$ cat config.mk
export PLATFORM = sky130hd
export DESIGN_NAME = radial_alpha_gradient
export DESIGN_NICKNAME = d
export VERILOG_FILES = /design/src/hw/rtl/rag_pkg.sv /design/src/hw/rtl/radial_alpha_gradient.sv /design/src/hw/rtl/rag_isqrt.sv /design/src/hw/rtl/rag_div.sv
export SDC_FILE = /design/constraint.sdc
export NUM_CORES = 2
export LEC_CHECK = 0
export BUFFER_PORTS_ARGS = -buffer_cell sky130_fd_sc_hd__buf_2
export CORE_MARGIN = 1.5
export CORE_UTILIZATION = 40
export CTS_BUF_LIST = sky130_fd_sc_hd__clkbuf_16
export DETAILED_ROUTE_END_ITERATION = 16
export GPL_TIMING_DRIVEN = 0
export PLACE_DENSITY = 0.58
export SLEW_MARGIN = 20
export SYNTH_ARGS = -nofsm -noshare
export SYNTH_HDL_FRONTEND = slang
export SYNTH_SLANG_ARGS = --single-unit
$ cat constraint.sdc
create_clock -name clk -period 17.1 [get_ports clk]
set_clock_uncertainty 0.2 [all_clocks]
set_input_delay 0 -clock clk [delete_from_list [all_inputs] [get_ports clk]]
set_output_delay 0 -clock clk [all_outputs]
set_load 0.05 [all_outputs]
$ cat src/hw/rtl/rag_pkg.sv
package rag_pkg;

  // Field widths
  localparam int POS_W   = 12;
  localparam int CH_W    = 8;
  localparam int DISC_W  = 13;
  localparam int FADE_W  = 9;
  localparam int ALPHA_W = 8;

  // Parameter defaults
  localparam int MAX_SIZE_DEF       = 4096;
  localparam int DIST_FRAC_BITS_DEF = 8;

  // Fully transparent fade
  localparam logic [FADE_W-1:0] FADE_FULL = 9'd256;

  // Register map
  localparam int ADDR_W = 5;
  localparam int DATA_W = 32;
  localparam int IDX_W  = 3;

  localparam logic [IDX_W-1:0] REG_DISC_SIZE  = 3'd0;
  localparam logic [IDX_W-1:0] REG_FADE       = 3'd1;
  localparam logic [IDX_W-1:0] REG_FILL_RED   = 3'd2;
  localparam logic [IDX_W-1:0] REG_FILL_GREEN = 3'd3;
  localparam logic [IDX_W-1:0] REG_FILL_BLUE  = 3'd4;

  localparam logic [DISC_W-1:0] DISC_SIZE_RST = 13'd128;

  // Pixel side data that rides along with the distance math
  typedef struct packed {
    logic            pass;
    logic [CH_W-1:0] red;
    logic [CH_W-1:0] green;
    logic [CH_W-1:0] blue;
    logic [CH_W-1:0] alpha;
  } pix_t;

  localparam int PIX_W = $bits(pix_t);

endpackage

$ cat src/hw/rtl/radial_alpha_gradient.sv
// Radial alpha gradient: one RGBA pixel with its (pos_x, pos_y) goes in on a
// start pulse and comes back on the done strobe. The block takes a request
// every cycle (busy is high only during reset) and the receiver cannot stall:
// done is high for exactly one cycle per request, in request order. A request
// passes the capture, axis distance, squares and squared distance stages, the
// pipelined square root (one root bit per stage; the root is ROOT_W bits, 21
// at the default MAX_SIZE and DIST_FRAC_BITS), the falloff numerator stage,
// the 8-stage alpha divider and the output register. Black pixels get the
// fill color and an alpha that falls off linearly from 255 at the disc center
// to 0 at the radius, then scaled by (256 - fade) / 256; other pixels, and
// every pixel when disc_size is 0 or 1, pass through. Registers sit on an APB
// port at byte offsets 0x00 disc_size, 0x04 fade, 0x08/0x0C/0x10 fill
// red/green/blue; write them only while no request is in flight.
module radial_alpha_gradient #(
  parameter int MAX_SIZE       = rag_pkg::MAX_SIZE_DEF,
  parameter int DIST_FRAC_BITS = rag_pkg::DIST_FRAC_BITS_DEF
) (
  input  logic                        clk,
  input  logic                        rst,
  // pixel requests
  input  logic                        start,
  output logic                        busy,
  input  logic [rag_pkg::POS_W-1:0]   pos_x,
  input  logic [rag_pkg::POS_W-1:0]   pos_y,
  input  logic [rag_pkg::CH_W-1:0]    red_in,
  input  logic [rag_pkg::CH_W-1:0]    green_in,
  input  logic [rag_pkg::CH_W-1:0]    blue_in,
  input  logic [rag_pkg::CH_W-1:0]    alpha_in,
  // results
  output logic                        done,
  output logic [rag_pkg::CH_W-1:0]    red_out,
  output logic [rag_pkg::CH_W-1:0]    green_out,
  output logic [rag_pkg::CH_W-1:0]    blue_out,
  output logic [rag_pkg::CH_W-1:0]    alpha_out,
  // configuration
  input  logic                        psel,
  input  logic                        penable,
  input  logic                        pwrite,
  input  logic [rag_pkg::ADDR_W-1:0]  paddr,
  input  logic [rag_pkg::DATA_W-1:0]  pwdata,
  output logic [rag_pkg::DATA_W-1:0]  prdata,
  output logic                        pready
);

  import rag_pkg::*;

  // Widths that follow from the disc size and the distance precision
  localparam int SIZE_W_RAW = $clog2(MAX_SIZE + 1);
  localparam int SIZE_W     = (SIZE_W_RAW > DISC_W) ? SIZE_W_RAW : DISC_W;
  localparam int RAD_W      = $clog2(MAX_SIZE / 2 + 1);
  localparam int DX_W       = (RAD_W > POS_W) ? RAD_W : POS_W;
  localparam int SQ_W       = 2 * DX_W;
  localparam int SUM_W      = SQ_W + 1;
  localparam int Q_W        = SUM_W + 2 * DIST_FRAC_BITS;
  localparam int ROOT_W     = (Q_W + 1) / 2;
  localparam int RADC_W     = 2 * ROOT_W;
  localparam int RQ_W       = RAD_W + DIST_FRAC_BITS;
  localparam int CMP_W      = (ROOT_W > RQ_W) ? ROOT_W : RQ_W;
  localparam int NUM_W      = RQ_W + ALPHA_W;
  localparam int PROD_W     = ALPHA_W + FADE_W;

  // ---------------------------------------------------------------------
  // Configuration registers
  // ---------------------------------------------------------------------
  logic [DISC_W-1:0] disc_size;
  logic [FADE_W-1:0] fade;
  logic [CH_W-1:0]   fill_red;
  logic [CH_W-1:0]   fill_green;
  logic [CH_W-1:0]   fill_blue;

  logic              cfg_wr;
  logic [IDX_W-1:0]  cfg_idx;

  assign pready  = 1'b1;
  assign cfg_wr  = psel & penable & pwrite & pready;
  assign cfg_idx = paddr[ADDR_W-1:2];

  always_ff @(posedge clk) begin
    if (rst) begin
      disc_size  <= DISC_SIZE_RST;
      fade       <= '0;
      fill_red   <= '0;
      fill_green <= '0;
      fill_blue  <= '0;
    end else if (cfg_wr) begin
      case (cfg_idx)
        REG_DISC_SIZE:  disc_size  <= pwdata[DISC_W-1:0];
        REG_FADE:       fade       <= pwdata[FADE_W-1:0];
        REG_FILL_RED:   fill_red   <= pwdata[CH_W-1:0];
        REG_FILL_GREEN: fill_green <= pwdata[CH_W-1:0];
        REG_FILL_BLUE:  fill_blue  <= pwdata[CH_W-1:0];
        default: ;  // drop writes to unmapped offsets
      endcase
    end
  end

  always_comb begin
    case (cfg_idx)
      REG_DISC_SIZE:  prdata = DATA_W'(disc_size);
      REG_FADE:       prdata = DATA_W'(fade);
      REG_FILL_RED:   prdata = DATA_W'(fill_red);
      REG_FILL_GREEN: prdata = DATA_W'(fill_green);
      REG_FILL_BLUE:  prdata = DATA_W'(fill_blue);
      default:        prdata = '0;
    endcase
  end

  // Derived geometry; the user keeps it static while requests are in flight (not enforced here).
  logic [SIZE_W-1:0] disc_ext;
  logic [SIZE_W-1:0] size_clamped;
  logic [RAD_W-1:0]  radius;
  logic [RQ_W-1:0]   radius_q;
  logic [FADE_W-1:0] fade_clamped;
  logic [FADE_W-1:0] fade_scale;

  always_comb begin
    disc_ext     = SIZE_W'(disc_size);
    size_clamped = (disc_ext > SIZE_W'(MAX_SIZE)) ? SIZE_W'(MAX_SIZE) : disc_ext;
    radius       = RAD_W'(size_clamped >> 1);
    radius_q     = RQ_W'(radius) << DIST_FRAC_BITS;
    fade_clamped = (fade > FADE_FULL) ? FADE_FULL : fade;
    fade_scale   = FADE_FULL - fade_clamped;
  end

  // Every cycle takes a request; hold off only during reset.
  assign busy = rst;

  // ---------------------------------------------------------------------
  // Stage 1: capture the request
  // ---------------------------------------------------------------------
  logic              s1_vld;
  logic [POS_W-1:0]  s1_px;
  logic [POS_W-1:0]  s1_py;
  logic [CH_W-1:0]   s1_r;
  logic [CH_W-1:0]   s1_g;
  logic [CH_W-1:0]   s1_b;
  logic [CH_W-1:0]   s1_a;

  always_ff @(posedge clk) begin
    if (rst) begin
      s1_vld <= 1'b0;
    end else begin
      s1_vld <= start & ~busy;
    end
  end

  always_ff @(posedge clk) begin
    s1_px <= pos_x;
    s1_py <= pos_y;
    s1_r  <= red_in;
    s1_g  <= green_in;
    s1_b  <= blue_in;
    s1_a  <= alpha_in;
  end

  // ---------------------------------------------------------------------
  // Stage 2: distance to the center on each axis, pass-through decision
  // ---------------------------------------------------------------------
  logic [DX_W-1:0] px_ext;
  logic [DX_W-1:0] py_ext;
  logic [DX_W-1:0] rad_ext;
  logic [DX_W-1:0] dx_next;
  logic [DX_W-1:0] dy_next;
  pix_t            pix_next;

  always_comb begin
    px_ext  = DX_W'(s1_px);
    py_ext  = DX_W'(s1_py);
    rad_ext = DX_W'(radius);
    dx_next = (px_ext >= rad_ext) ? (px_ext - rad_ext) : (rad_ext - px_ext);
    dy_next = (py_ext >= rad_ext) ? (py_ext - rad_ext) : (rad_ext - py_ext);
    // only black pixels get repainted, and only when the disc radius is nonzero
    pix_next.pass  = (radius == '0) | (s1_r != '0) | (s1_g != '0) | (s1_b != '0);
    pix_next.red   = s1_r;
    pix_next.green = s1_g;
    pix_next.blue  = s1_b;
    pix_next.alpha = s1_a;
  end

  logic            s2_vld;
  logic [DX_W-1:0] s2_dx;
  logic [DX_W-1:0] s2_dy;
  pix_t            s2_pix;

  always_ff @(posedge clk) begin
    if (rst) begin
      s2_vld <= 1'b0;
    end else begin
      s2_vld <= s1_vld;
    end
  end

  always_ff @(posedge clk) begin
    s2_dx  <= dx_next;
    s2_dy  <= dy_next;
    s2_pix <= pix_next;
  end

  // ---------------------------------------------------------------------
  // Stage 3: squares
  // ---------------------------------------------------------------------
  logic            s3_vld;
  logic [SQ_W-1:0] s3_sqx;
  logic [SQ_W-1:0] s3_sqy;
  pix_t            s3_pix;

  always_ff @(posedge clk) begin
    if (rst) begin
      s3_vld <= 1'b0;
    end else begin
      s3_vld <= s2_vld;
    end
  end

  always_ff @(posedge clk) begin
    s3_sqx <= SQ_W'(s2_dx) * SQ_W'(s2_dx);
    s3_sqy <= SQ_W'(s2_dy) * SQ_W'(s2_dy);
    s3_pix <= s2_pix;
  end

  // ---------------------------------------------------------------------
  // Stage 4: squared distance
  // ---------------------------------------------------------------------
  logic             s4_vld;
  logic [SUM_W-1:0] s4_sum;
  pix_t             s4_pix;

  always_ff @(posedge clk) begin
    if (rst) begin
      s4_vld <= 1'b0;
    end else begin
      s4_vld <= s3_vld;
    end
  end

  always_ff @(posedge clk) begin
    s4_sum <= SUM_W'(s3_sqx) + SUM_W'(s3_sqy);
    s4_pix <= s3_pix;
  end

  // ---------------------------------------------------------------------
  // Square root: distance in fixed point with DIST_FRAC_BITS fraction bits
  // ---------------------------------------------------------------------
  logic [RADC_W-1:0] radicand;
  logic              sq_vld;
  logic [ROOT_W-1:0] sq_root;
  logic [PIX_W-1:0]  sq_tag;
  pix_t              sq_pix;

  assign radicand = RADC_W'(s4_sum) << (2 * DIST_FRAC_BITS);

  rag_isqrt #(
    .RAD_W (RADC_W),
    .TAG_W (PIX_W)
  ) u_isqrt (
    .clk       (clk),
    .rst       (rst),
    .in_valid  (s4_vld),
    .radicand  (radicand),
    .in_tag    (s4_pix),
    .out_valid (sq_vld),
    .root      (sq_root),
    .out_tag   (sq_tag)
  );

  assign sq_pix = pix_t'(sq_tag);

  // ---------------------------------------------------------------------
  // Stage 5: falloff numerator 255 * (R - d), zero at or beyond the radius
  // ---------------------------------------------------------------------
  logic [CMP_W-1:0] d_ext;
  logic [CMP_W-1:0] rq_ext;
  logic [RQ_W-1:0]  gap;
  logic [NUM_W-1:0] num_next;

  always_comb begin
    d_ext  = CMP_W'(sq_root);
    rq_ext = CMP_W'(radius_q);
    gap    = RQ_W'(rq_ext - d_ext);
    if (d_ext < rq_ext) begin
      num_next = (NUM_W'(gap) << ALPHA_W) - NUM_W'(gap);
    end else begin
      num_next = '0;
    end
  end

  logic             s5_vld;
  logic [NUM_W-1:0] s5_num;
  pix_t             s5_pix;

  always_ff @(posedge clk) begin
    if (rst) begin
      s5_vld <= 1'b0;
    end else begin
      s5_vld <= sq_vld;
    end
  end

  always_ff @(posedge clk) begin
    s5_num <= num_next;
    s5_pix <= sq_pix;
  end

  // ---------------------------------------------------------------------
  // Divide by R: linear alpha in 0..255
  // ---------------------------------------------------------------------
  logic               dv_vld;
  logic [ALPHA_W-1:0] dv_alpha;
  logic [PIX_W-1:0]   dv_tag;
  pix_t               dv_pix;

  rag_div #(
    .DIV_W (RQ_W),
    .QUO_W (ALPHA_W),
    .TAG_W (PIX_W)
  ) u_div (
    .clk       (clk),
    .rst       (rst),
    .in_valid  (s5_vld),
    .dividend  (s5_num),
    .divisor   (radius_q),
    .in_tag    (s5_pix),
    .out_valid (dv_vld),
    .quotient  (dv_alpha),
    .out_tag   (dv_tag)
  );

  assign dv_pix = pix_t'(dv_tag);

  // ---------------------------------------------------------------------
  // Output stage: apply fade, pick fill or pass-through
  // ---------------------------------------------------------------------
  logic [PROD_W-1:0] faded;

  assign faded = PROD_W'(dv_alpha) * PROD_W'(fade_scale);

  always_ff @(posedge clk) begin
    if (rst) begin
      done <= 1'b0;
    end else begin
      done <= dv_vld;
    end
  end

  always_ff @(posedge clk) begin
    if (dv_pix.pass) begin
      red_out   <= dv_pix.red;
      green_out <= dv_pix.green;
      blue_out  <= dv_pix.blue;
      alpha_out <= dv_pix.alpha;
    end else begin
      red_out   <= fill_red;
      green_out <= fill_green;
      blue_out  <= fill_blue;
      alpha_out <= faded[ALPHA_W +: CH_W];
    end
  end

endmodule

$ cat src/hw/rtl/rag_isqrt.sv
module rag_isqrt #(
  parameter int RAD_W = 42,
  parameter int TAG_W = 33
) (
  input  logic               clk,
  input  logic               rst,
  input  logic               in_valid,
  input  logic [RAD_W-1:0]   radicand,
  input  logic [TAG_W-1:0]   in_tag,
  output logic               out_valid,
  output logic [RAD_W/2-1:0] root,
  output logic [TAG_W-1:0]   out_tag
);

  // One root bit per stage, digit-by-digit restoring square root.
  localparam int ROOT_W = RAD_W / 2;
  localparam int REM_W  = ROOT_W + 2;
  localparam int SH_W   = REM_W + 2;

  logic [ROOT_W-1:0] vld;
  logic [RAD_W-1:0]  rad  [ROOT_W];
  logic [ROOT_W-1:0] rt   [ROOT_W];
  logic [REM_W-1:0]  rm   [ROOT_W];
  logic [TAG_W-1:0]  tg   [ROOT_W];

  logic              c_vld  [ROOT_W];
  logic [RAD_W-1:0]  c_rad  [ROOT_W];
  logic [ROOT_W-1:0] c_rt   [ROOT_W];
  logic [REM_W-1:0]  c_rm   [ROOT_W];
  logic [TAG_W-1:0]  c_tg   [ROOT_W];
  logic [SH_W-1:0]   rem_sh [ROOT_W];
  logic [SH_W-1:0]   trial  [ROOT_W];
  logic              take   [ROOT_W];

  always_comb begin
    for (int i = 0; i < ROOT_W; i++) begin
      if (i == 0) begin
        c_vld[i] = in_valid;
        c_rad[i] = radicand;
        c_rt[i]  = '0;
        c_rm[i]  = '0;
        c_tg[i]  = in_tag;
      end else begin
        c_vld[i] = vld[i-1];
        c_rad[i] = rad[i-1];
        c_rt[i]  = rt[i-1];
        c_rm[i]  = rm[i-1];
        c_tg[i]  = tg[i-1];
      end
      // bring down the next pair of radicand bits
      rem_sh[i] = {c_rm[i], c_rad[i][RAD_W-1-2*i -: 2]};
      trial[i]  = SH_W'({c_rt[i], 2'b01});
      take[i]   = (rem_sh[i] >= trial[i]);
    end
  end

  always_ff @(posedge clk) begin
    if (rst) begin
      vld <= '0;
    end else begin
      for (int i = 0; i < ROOT_W; i++) begin
        vld[i] <= c_vld[i];
      end
    end
  end

  always_ff @(posedge clk) begin
    for (int i = 0; i < ROOT_W; i++) begin
      rad[i] <= c_rad[i];
      rt[i]  <= {c_rt[i][ROOT_W-2:0], take[i]};
      rm[i]  <= take[i] ? REM_W'(rem_sh[i] - trial[i]) : REM_W'(rem_sh[i]);
      tg[i]  <= c_tg[i];
    end
  end

  assign out_valid = vld[ROOT_W-1];
  assign root      = rt[ROOT_W-1];
  assign out_tag   = tg[ROOT_W-1];

endmodule

$ cat src/hw/rtl/rag_div.sv
module rag_div #(
  parameter int DIV_W = 20,
  parameter int QUO_W = 8,
  parameter int TAG_W = 33
) (
  input  logic                   clk,
  input  logic                   rst,
  input  logic                   in_valid,
  input  logic [DIV_W+QUO_W-1:0] dividend,
  input  logic [DIV_W-1:0]       divisor,
  input  logic [TAG_W-1:0]       in_tag,
  output logic                   out_valid,
  output logic [QUO_W-1:0]       quotient,
  output logic [TAG_W-1:0]       out_tag
);

  // One quotient bit per stage; dividend must be below divisor << QUO_W.
  // The user must hold the divisor steady while requests are in flight; the block does not enforce it.
  localparam int NUM_W = DIV_W + QUO_W;

  logic [QUO_W-1:0] vld;
  logic [NUM_W-1:0] rm [QUO_W];
  logic [QUO_W-1:0] qo [QUO_W];
  logic [TAG_W-1:0] tg [QUO_W];

  logic             c_vld [QUO_W];
  logic [NUM_W-1:0] c_rm  [QUO_W];
  logic [QUO_W-1:0] c_qo  [QUO_W];
  logic [TAG_W-1:0] c_tg  [QUO_W];
  logic [NUM_W-1:0] dsh   [QUO_W];
  logic             take  [QUO_W];

  always_comb begin
    for (int i = 0; i < QUO_W; i++) begin
      if (i == 0) begin
        c_vld[i] = in_valid;
        c_rm[i]  = dividend;
        c_qo[i]  = '0;
        c_tg[i]  = in_tag;
      end else begin
        c_vld[i] = vld[i-1];
        c_rm[i]  = rm[i-1];
        c_qo[i]  = qo[i-1];
        c_tg[i]  = tg[i-1];
      end
      dsh[i]  = NUM_W'(divisor) << (QUO_W - 1 - i);
      take[i] = (c_rm[i] >= dsh[i]);
    end
  end

  always_ff @(posedge clk) begin
    if (rst) begin
      vld <= '0;
    end else begin
      for (int i = 0; i < QUO_W; i++) begin
        vld[i] <= c_vld[i];
      end
    end
  end

  always_ff @(posedge clk) begin
    for (int i = 0; i < QUO_W; i++) begin
      rm[i] <= take[i] ? (c_rm[i] - dsh[i]) : c_rm[i];
      qo[i] <= {c_qo[i][QUO_W-2:0], take[i]};
      tg[i] <= c_tg[i];
    end
  end

  assign out_valid = vld[QUO_W-1];
  assign quotient  = qo[QUO_W-1];
  assign out_tag   = tg[QUO_W-1];

endmodule
== After elaboration in Yosys (flattened, before gate mapping) ==
Memory sizes are Yosys's and may differ from the RTL's. A register that Yosys moved wholly into a read port is not among the register bits.
Index checks and enable logic that the tools add are counted.

* Memories kept: 7
* Register bits after elaboration: 393
* Output and inout port bits: 67
* Memory bits (writable): 3051

{| class="wikitable"
|+ Memory list
! name !! depth !! width !! rd ports !! clocked after Yosys merged registers in !! write ports !! RTL line !! RTL
|-
| u_isqrt.rad || 21 || 42 || 20 || 0 || 21 || rag_isqrt.sv:21 || <nowiki>logic [RAD_W-1:0] rad [ROOT_W];</nowiki>
|-
| u_isqrt.tg || 21 || 33 || 21 || 1 || 21 || rag_isqrt.sv:24 || <nowiki>logic [TAG_W-1:0] tg [ROOT_W];</nowiki>
|-
| u_isqrt.rm || 21 || 23 || 20 || 0 || 21 || rag_isqrt.sv:23 || <nowiki>logic [REM_W-1:0] rm [ROOT_W];</nowiki>
|-
| u_isqrt.rt || 21 || 21 || 21 || 0 || 21 || rag_isqrt.sv:22 || <nowiki>logic [ROOT_W-1:0] rt [ROOT_W];</nowiki>
|-
| u_div.tg || 8 || 33 || 8 || 0 || 8 || rag_div.sv:24 || <nowiki>logic [TAG_W-1:0] tg [QUO_W];</nowiki>
|-
| u_div.rm || 8 || 28 || 7 || 0 || 8 || rag_div.sv:22 || <nowiki>logic [NUM_W-1:0] rm [QUO_W];</nowiki>
|-
| +1 memories || -- || -- || -- || -- || -- || -- ||
|}

* Reduce and logical (&&, ||, !) cells: 10
* Equality and inequality tests: 4
* Muxes and demuxes: 38
* Add/sub/neg operators: 37
* $lt $le $gt $ge: 34
* Multipliers: 3
* Bitwise operators: 7

{| class="wikitable"
|+ Operators with widths
! operator !! number
|-
| 25-bit by 23-bit greater-or-equal comparator with 1-bit output || 20
|-
| 23-bit 2-to-1 mux || 21
|-
| 23-bit subtractor || 20
|-
| 28-bit 2-to-1 mux || 8
|-
| 13-bit one-hot mux with 5 select lines || 1
|-
| 28-bit by 20-bit subtractor with 28-bit output || 2
|-
| 12-bit by 12-bit multiplier with 24-bit output || 2
|-
| 12-bit subtractor || 4
|-
| 8-bit 2-to-1 mux || 4
|-
| 28-bit by 20-bit greater-or-equal comparator with 1-bit output || 1
|-
| 28-bit by 21-bit greater-or-equal comparator with 1-bit output || 1
|-
| 28-bit by 22-bit greater-or-equal comparator with 1-bit output || 1
|-
| 28-bit by 23-bit greater-or-equal comparator with 1-bit output || 1
|-
| 28-bit by 24-bit greater-or-equal comparator with 1-bit output || 1
|-
| 28-bit by 25-bit greater-or-equal comparator with 1-bit output || 1
|-
| 28-bit by 26-bit greater-or-equal comparator with 1-bit output || 1
|-
| 28-bit by 27-bit greater-or-equal comparator with 1-bit output || 1
|-
| 28-bit by 21-bit subtractor with 28-bit output || 1
|-
| 28-bit by 22-bit subtractor with 28-bit output || 1
|-
| 28-bit by 23-bit subtractor with 28-bit output || 1
|-
| 28-bit by 24-bit subtractor with 28-bit output || 1
|-
| 28-bit by 25-bit subtractor with 28-bit output || 1
|-
| 28-bit by 26-bit subtractor with 28-bit output || 1
|-
| 28-bit by 27-bit subtractor with 28-bit output || 1
|-
| 23 further kinds || 36
|}

== Longest topological paths before layout ==
* Depth in word-level cells: 6
* Gate-level depth with buffers: 22
* Gate-level depth less buffers: 22

== Cells and area by module ==
A second synthesis with hierarchy kept.

* Cell total of the unflattened synthesis: 8899
* Area total of the unflattened synthesis: 97787.5 µm²

{| class="wikitable"
|+ Modules (own cells, without submodules)
! module !! area an instance (µm²) !! instances !! cells an instance
|-
| rag_isqrt || 53528.8 || 1 || 4535
|-
| radial_alpha_gradient || 24618.6 || 1 || 2472
|-
| rag_div || 19640.1 || 1 || 1892
|}

== Least setup slack after synthesis ==
OpenSTA, ideal clock, no wires.

* Kind: register to register
* From: reg s2_dx[3]
* To: reg s3_sqx[23]
* Library setup time: 0.120 ns
* Arrival: 5.584 ns
* Stages on the path, launching flop included: 19
* Path buffers: 1
* Data required time: 16.780 ns
* Path slack: 11.196 ns
* Cells stage by stage: dfxtp_1 -> clkbuf_1 -> and2_1 -> fa_1 -> inv_1 -> fa_1 -> fa_1 -> inv_1 -> fa_1 -> fa_1 -> ha_1 -> or3_1 -> o2111ai_1 -> a21oi_1 -> a2111oi_0 -> nor4_1 -> a2111oi_0 -> a21oi_1 -> xnor2_1

* Word-level cells in the longest chain between the ends: 1

{| class="wikitable"
|+ RTL lines
! what !! RTL line !! RTL
|-
| from (decl) || radial_alpha_gradient.sv:181 || <nowiki>logic [DX_W-1:0] s2_dx;</nowiki>
|-
| from (signal assigned) || radial_alpha_gradient.sv:194 || <nowiki>s2_dx <= dx_next;</nowiki>
|-
| 12-bit by 12-bit multiplier with 24-bit output || radial_alpha_gradient.sv:216 || <nowiki>s3_sqx <= SQ_W'(s2_dx) * SQ_W'(s2_dx);</nowiki>
|-
| to (signal assigned) || radial_alpha_gradient.sv:216 ||
|-
| to (decl) || radial_alpha_gradient.sv:203 || <nowiki>logic [SQ_W-1:0] s3_sqx;</nowiki>
|}

No other way between the ends.
A chain may end at the register's enable or synchronous reset.

== Final worst setup path ==
* From: reg disc_size[4] (netlist: disc_ext[4])
* To: reg s5_num[20]

* Word-level cells in the longest chain between the ends: 4

{| class="wikitable"
|+ RTL lines
! what !! RTL line !! RTL
|-
| from (decl) || radial_alpha_gradient.sv:65 || <nowiki>logic [DISC_W-1:0] disc_size;</nowiki>
|-
| from (signal assigned) || radial_alpha_gradient.sv:87 || <nowiki>REG_DISC_SIZE: disc_size <= pwdata[DISC_W-1:0];</nowiki>
|-
| 13-bit greater-than comparator || radial_alpha_gradient.sv:118 || <nowiki>size_clamped = (disc_ext > SIZE_W'(MAX_SIZE)) ? SIZE_W'(MAX_SIZE) : disc_ext;</nowiki>
|-
| 13-bit 2-to-1 mux * || radial_alpha_gradient.sv:118 ||
|-
| 20-bit subtractor || radial_alpha_gradient.sv:279 || <nowiki>gap = RQ_W'(rq_ext - d_ext);</nowiki>
|-
| 28-bit by 20-bit subtractor with 28-bit output || radial_alpha_gradient.sv:281 || <nowiki>num_next = (NUM_W'(gap) << ALPHA_W) - NUM_W'(gap);</nowiki>
|-
| to (signal assigned) || radial_alpha_gradient.sv:300 || <nowiki>s5_num <= num_next;</nowiki>
|-
| to (decl) || radial_alpha_gradient.sv:288 || <nowiki>logic [NUM_W-1:0] s5_num;</nowiki>
|}

Mark *: on every way between the ends. The rest lies on a longest branch, timed or not.

==> reports/metrics.csv <==
stage,metric,value,unit
synthesis,Post-synth top flop,dfxtp_1,
worst_setup_path,Worst setup EP type,flip-flop,
cells_and_area,share of cells above drive strength 1,7.992,%
timing,Worst slew margin,25.50,%
die,row count,170,
worst_setup_path,cells on worst reg2reg path,19,
synthesis,mapped cell area,86410,sq um
cells_and_area,"Design Area, Final",100700,sq um
clock_network,"CTS clk-pin slew, worst paths",0.07,ns
synthesis,Ys Warns,0,
clock_network,Clock Path Buffers,3,
placed_design,IO Port Bufs,123,
synthesis,Gate Count Post-Synth,7750,
worst_setup_path,"Data required, critical path",17.62,ns
worst_hold_path,Hold Startpoint,s4_pix[27],
synthesis,async set-or-reset flop fraction in the synthesized netlist,0,%
timing,Final Setup Violations,0,
timing,final hold violations,0,
synthesis,post-synth top area share,56.04,%
placed_design,Final Wtd Congestion,0.8590,
worst_setup_path,startpoint class of the critical path,flip-flop,
worst_setup_path,"critical path fanouts, max",14,
placed_design,dpl cells,10732,
clock_network,H-tree depth,4,
worst_setup_path,biggest cell delay along the critical path,1.05,ns
die,die area,218800,sq um
placed_design,DP HPWL,121.8,mm
timing,Final Cycle Share,44.49,%
global_routing,initial antenna violation count,6,
clock_network,CTS buffer count,231,
worst_setup_path,Worst path slowest cell,inv_1,
worst_setup_path,reg2reg setup slack,9.49,ns
cells_and_area,fillers,19447,
pwr,Max VDD drop,0.0002102,V
timing,RSZ-0062 raised after global routing,false,
detailed_routing,DRT iter0 DRCs,2246,
clock_network,Root Driver,clkbuf_16,
synthesis,largest cells by area after synthesis,"dfxtp_1 56%, ha_1 8.5%, fa_1 5.0%, xnor2_1 3.2%, inv_1 2.8%",
worst_setup_path,Worst R2R End,s5_num[20],
pwr,Leakage Power,45.22,nW
synthesis,syn_area_per_cell,11.15,sq um
synthesis,synth unique cells,88,
clock_network,CTS tree,done,
placed_design,pre-CTS WS,9.380,ns
timing,Slew Limit Fails,0,
detailed_routing,first-pass detailed-route iteration total,5,
run,max cap viols,0,
global_routing,GRT Overall Usage,15.14,%
worst_setup_path,Critical Path AT,8.13,ns
worst_hold_path,Worst Hold Depth,0,
clock_network,clock latency on the worst-skew pair,0.91,ns
placed_design,Placed Area,90680,sq um
global_routing,total global routing overflow,0,
die,Die Wd,467.8,microns
synthesis,most common cell in the synthesized netlist,dfxtp_1,
die,Boundary Pins,166,
synthesis,Post-synth EDFFs,0,
detailed_routing,wire per inst,14.66,microns
worst_setup_path,critical path class,flip-flop to flip-flop,
timing,setup tns final,0,ns
cells_and_area,NumNets Final,9225,
timing,Worst-Margin Slew,1.115,ns
synthesis,"Seq/Total Area, Yosys",56.04,%
synthesis,"area leader, netlist",dfxtp_1,
status,outcome,"finished, final reports clean",
worst_setup_path,Critical path origin,disc_ext[4],
timing,Tmin final,7.608,ns
timing,Final WS setup,9.492,ns
worst_setup_path,CP cell instances,nor4_1 -> nand3_1 -> o21ai_1 -> nand2_1 -> inv_1 -> ha_1 -> nand2_1 -> or4_1 -> nand2_1 -> xor2_1 -> inv_1 -> ha_1 -> a2111oi_0 -> and2_1 -> a211o_1 -> a31oi_2 -> o21a_2 -> or3_1 -> a21oi_1,
detailed_routing,post-route ant nets,0,
detailed_routing,Vias/cell,4.689,
detailed_routing,WL final,166.6,mm
clock_network,clock tree sinks,2419,
detailed_routing,vias after detailed routing,53294,
worst_hold_path,HP Class,flip-flop to flip-flop,
die,Core ar.,214600,sq um
synthesis,"top cells by count, synth","2,419 x dfxtp_1, 652 x inv_1, 587 x ha_1",
die,initial core utilization,40.26,%
global_routing,vias in the first global route,54351,
die,DIE HEIGHT,467.8,microns
worst_setup_path,Worst path most repeated cell,nand2_1,
timing,Fmax,0.1314,GHz
detailed_routing,# DRC,0,
pwr,power density cells,200.2,nW/um^2
cells_and_area,Syn-to-layout area delta,16.54,%
cells_and_area,non-filler instance count after layout,11366,
global_routing,largest net degree at the start of global routing,25,
global_routing,global-route wire length before repair,271.6,mm
worst_setup_path,Critical R2R Launch,disc_ext[4],
synthesis,#FFs+latches synth,2419,
worst_hold_path,Hold Path Sink,u_isqrt.tg[0][27],
## power by group
| part | internal, mW | switching (mW) |
|---|---|---|
| logic | 3.36 | 4.12 |
| registers | 6.85 | 0.630 |
| clock network | 3.00 | 2.19 |
| total | 13.2 | 6.94 |
## cells in the final DEF, fill, tap and decap left out, types with 22 or more instances in the layout
cell,synthesis,layout
a21o_1,122,122
inv_1,652,676
clkbuf_1,114,114
or3_1,67,67
nand2_1,421,417
a21boi_0,33,33
ha_1,587,587
clkinv_1,2,44
fa_1,217,217
buf_2,1,125
bufinv_16,0,34
a21oi_1,363,363
nand2b_1,82,82
nor3_1,161,160
a211oi_1,35,35
xnor2_1,314,314
o211ai_1,27,27
nor4_1,83,82
clkbuf_16,0,231
nand3_1,99,99
or2_2,29,29
nor2b_1,127,127
nor2_1,418,418
dlygate4sd3_1,0,195
o21a_1,84,84
and2_1,168,168
mux2_2,104,104
mux2i_1,57,57
nand4_1,34,34
o31ai_1,41,41
nand3b_1,24,24
buf_4,21,22
dfxtp_1,2419,2419
clkinv_2,0,43
o21bai_1,32,32
o21ai_0,282,281
xor2_1,205,205
clkinvlp_4,0,26
and3_1,23,23
or4_1,39,39
## sequential cells by signal (all words and copies together), names as in the netlist, 36 cells and up
signal	flops
u_isqrt.tg	693
u_isqrt.rm	419
u_div.tg	264
u_isqrt.rt	223
u_div.rm	196
u_isqrt.rad	164
u_div.qo	36
## per-layer routing
layer	GRT usage [%]	routed length [microns]	vias to the layer above
met1	18.30	73900	25026
met5	0	217	-
li1	-	-	27111
met2	26.75	81270	834
met4	5.795	5505	4
met3	2.484	5680	319
## per-stage QoR
stage	utilization [%]	total power [mW]	hold WS, ns
6_report	46.92	20.16	0.04036
5_1_grt	46.92	21.78	0.04080
3_5_place_dp	42.25	15.07	-0.09643
2_1_floorplan	-	13.24	-0.1723
3_3_place_gp	42.24	15.00	-0.09794
4_1_cts	46.91	20.46	0.0001529
## worst max path at each step
stage / to / slack (ns)
3_3_place_gp: s5_num[22] / 9.38
3_5_place_dp: s5_num[20] / 9.38
5_1_grt: s5_num[20] / 8.84
2_1_floorplan: s3_sqx[23] / 11.20
6_report: s5_num[20] / 9.49
4_1_cts: s5_num[22] / 9.34
## critical path, delay by kind of cell, from the launching register on
kind | cells | cell delay (ns)
buffers and inverters | 2 | 1.12
XOR/XNOR | 1 | 0.21
flip-flops | 1 | 0.35
AND/OR/NAND/NOR | 8 | 2.72
adder cells (fa/ha/maj) | 2 | 0.70
AO/OA/AOI/OAI | 6 | 2.11
## final cells by class
class | instances | area (sq um) | area share (%)
diodes | 7 | 17.52 | 0.01739
plain buffers | 147 | 631.9 | 0.6274
clock buffers | 231 | 5781 | 5.740
clock inverters | 201 | 2273 | 2.258
inverters | 657 | 2466 | 2.449
multi-input cells | 4546 | 34980 | 34.73
flip-flops and latches | 2419 | 48430 | 48.09
well taps | 2838 | 3551 | 3.526
repair buffers | 320 | 2580 | 2.562
## kinds of logic after synthesis
family	after synthesis	synth area share, %
AO/OA/AOI/OAI	1206	8.791
XOR/XNOR	519	5.261
adder cells (fa/ha/maj)	804	13.53
buffers and inverters	804	3.585
flip-flops	2419	56.04
multiplexers	166	2.081
other	2	0.008691
AND/OR/NAND/NOR	1830	10.70
## what timing repair did
item | CTS | global route
resized for setup | 0 | 0
setup buffers | 0 | 0
endpoints found under the hold margin | 137 | 0
hold buffers | 195 | 0
No activity file was read; power rests on OpenSTA's default activity.
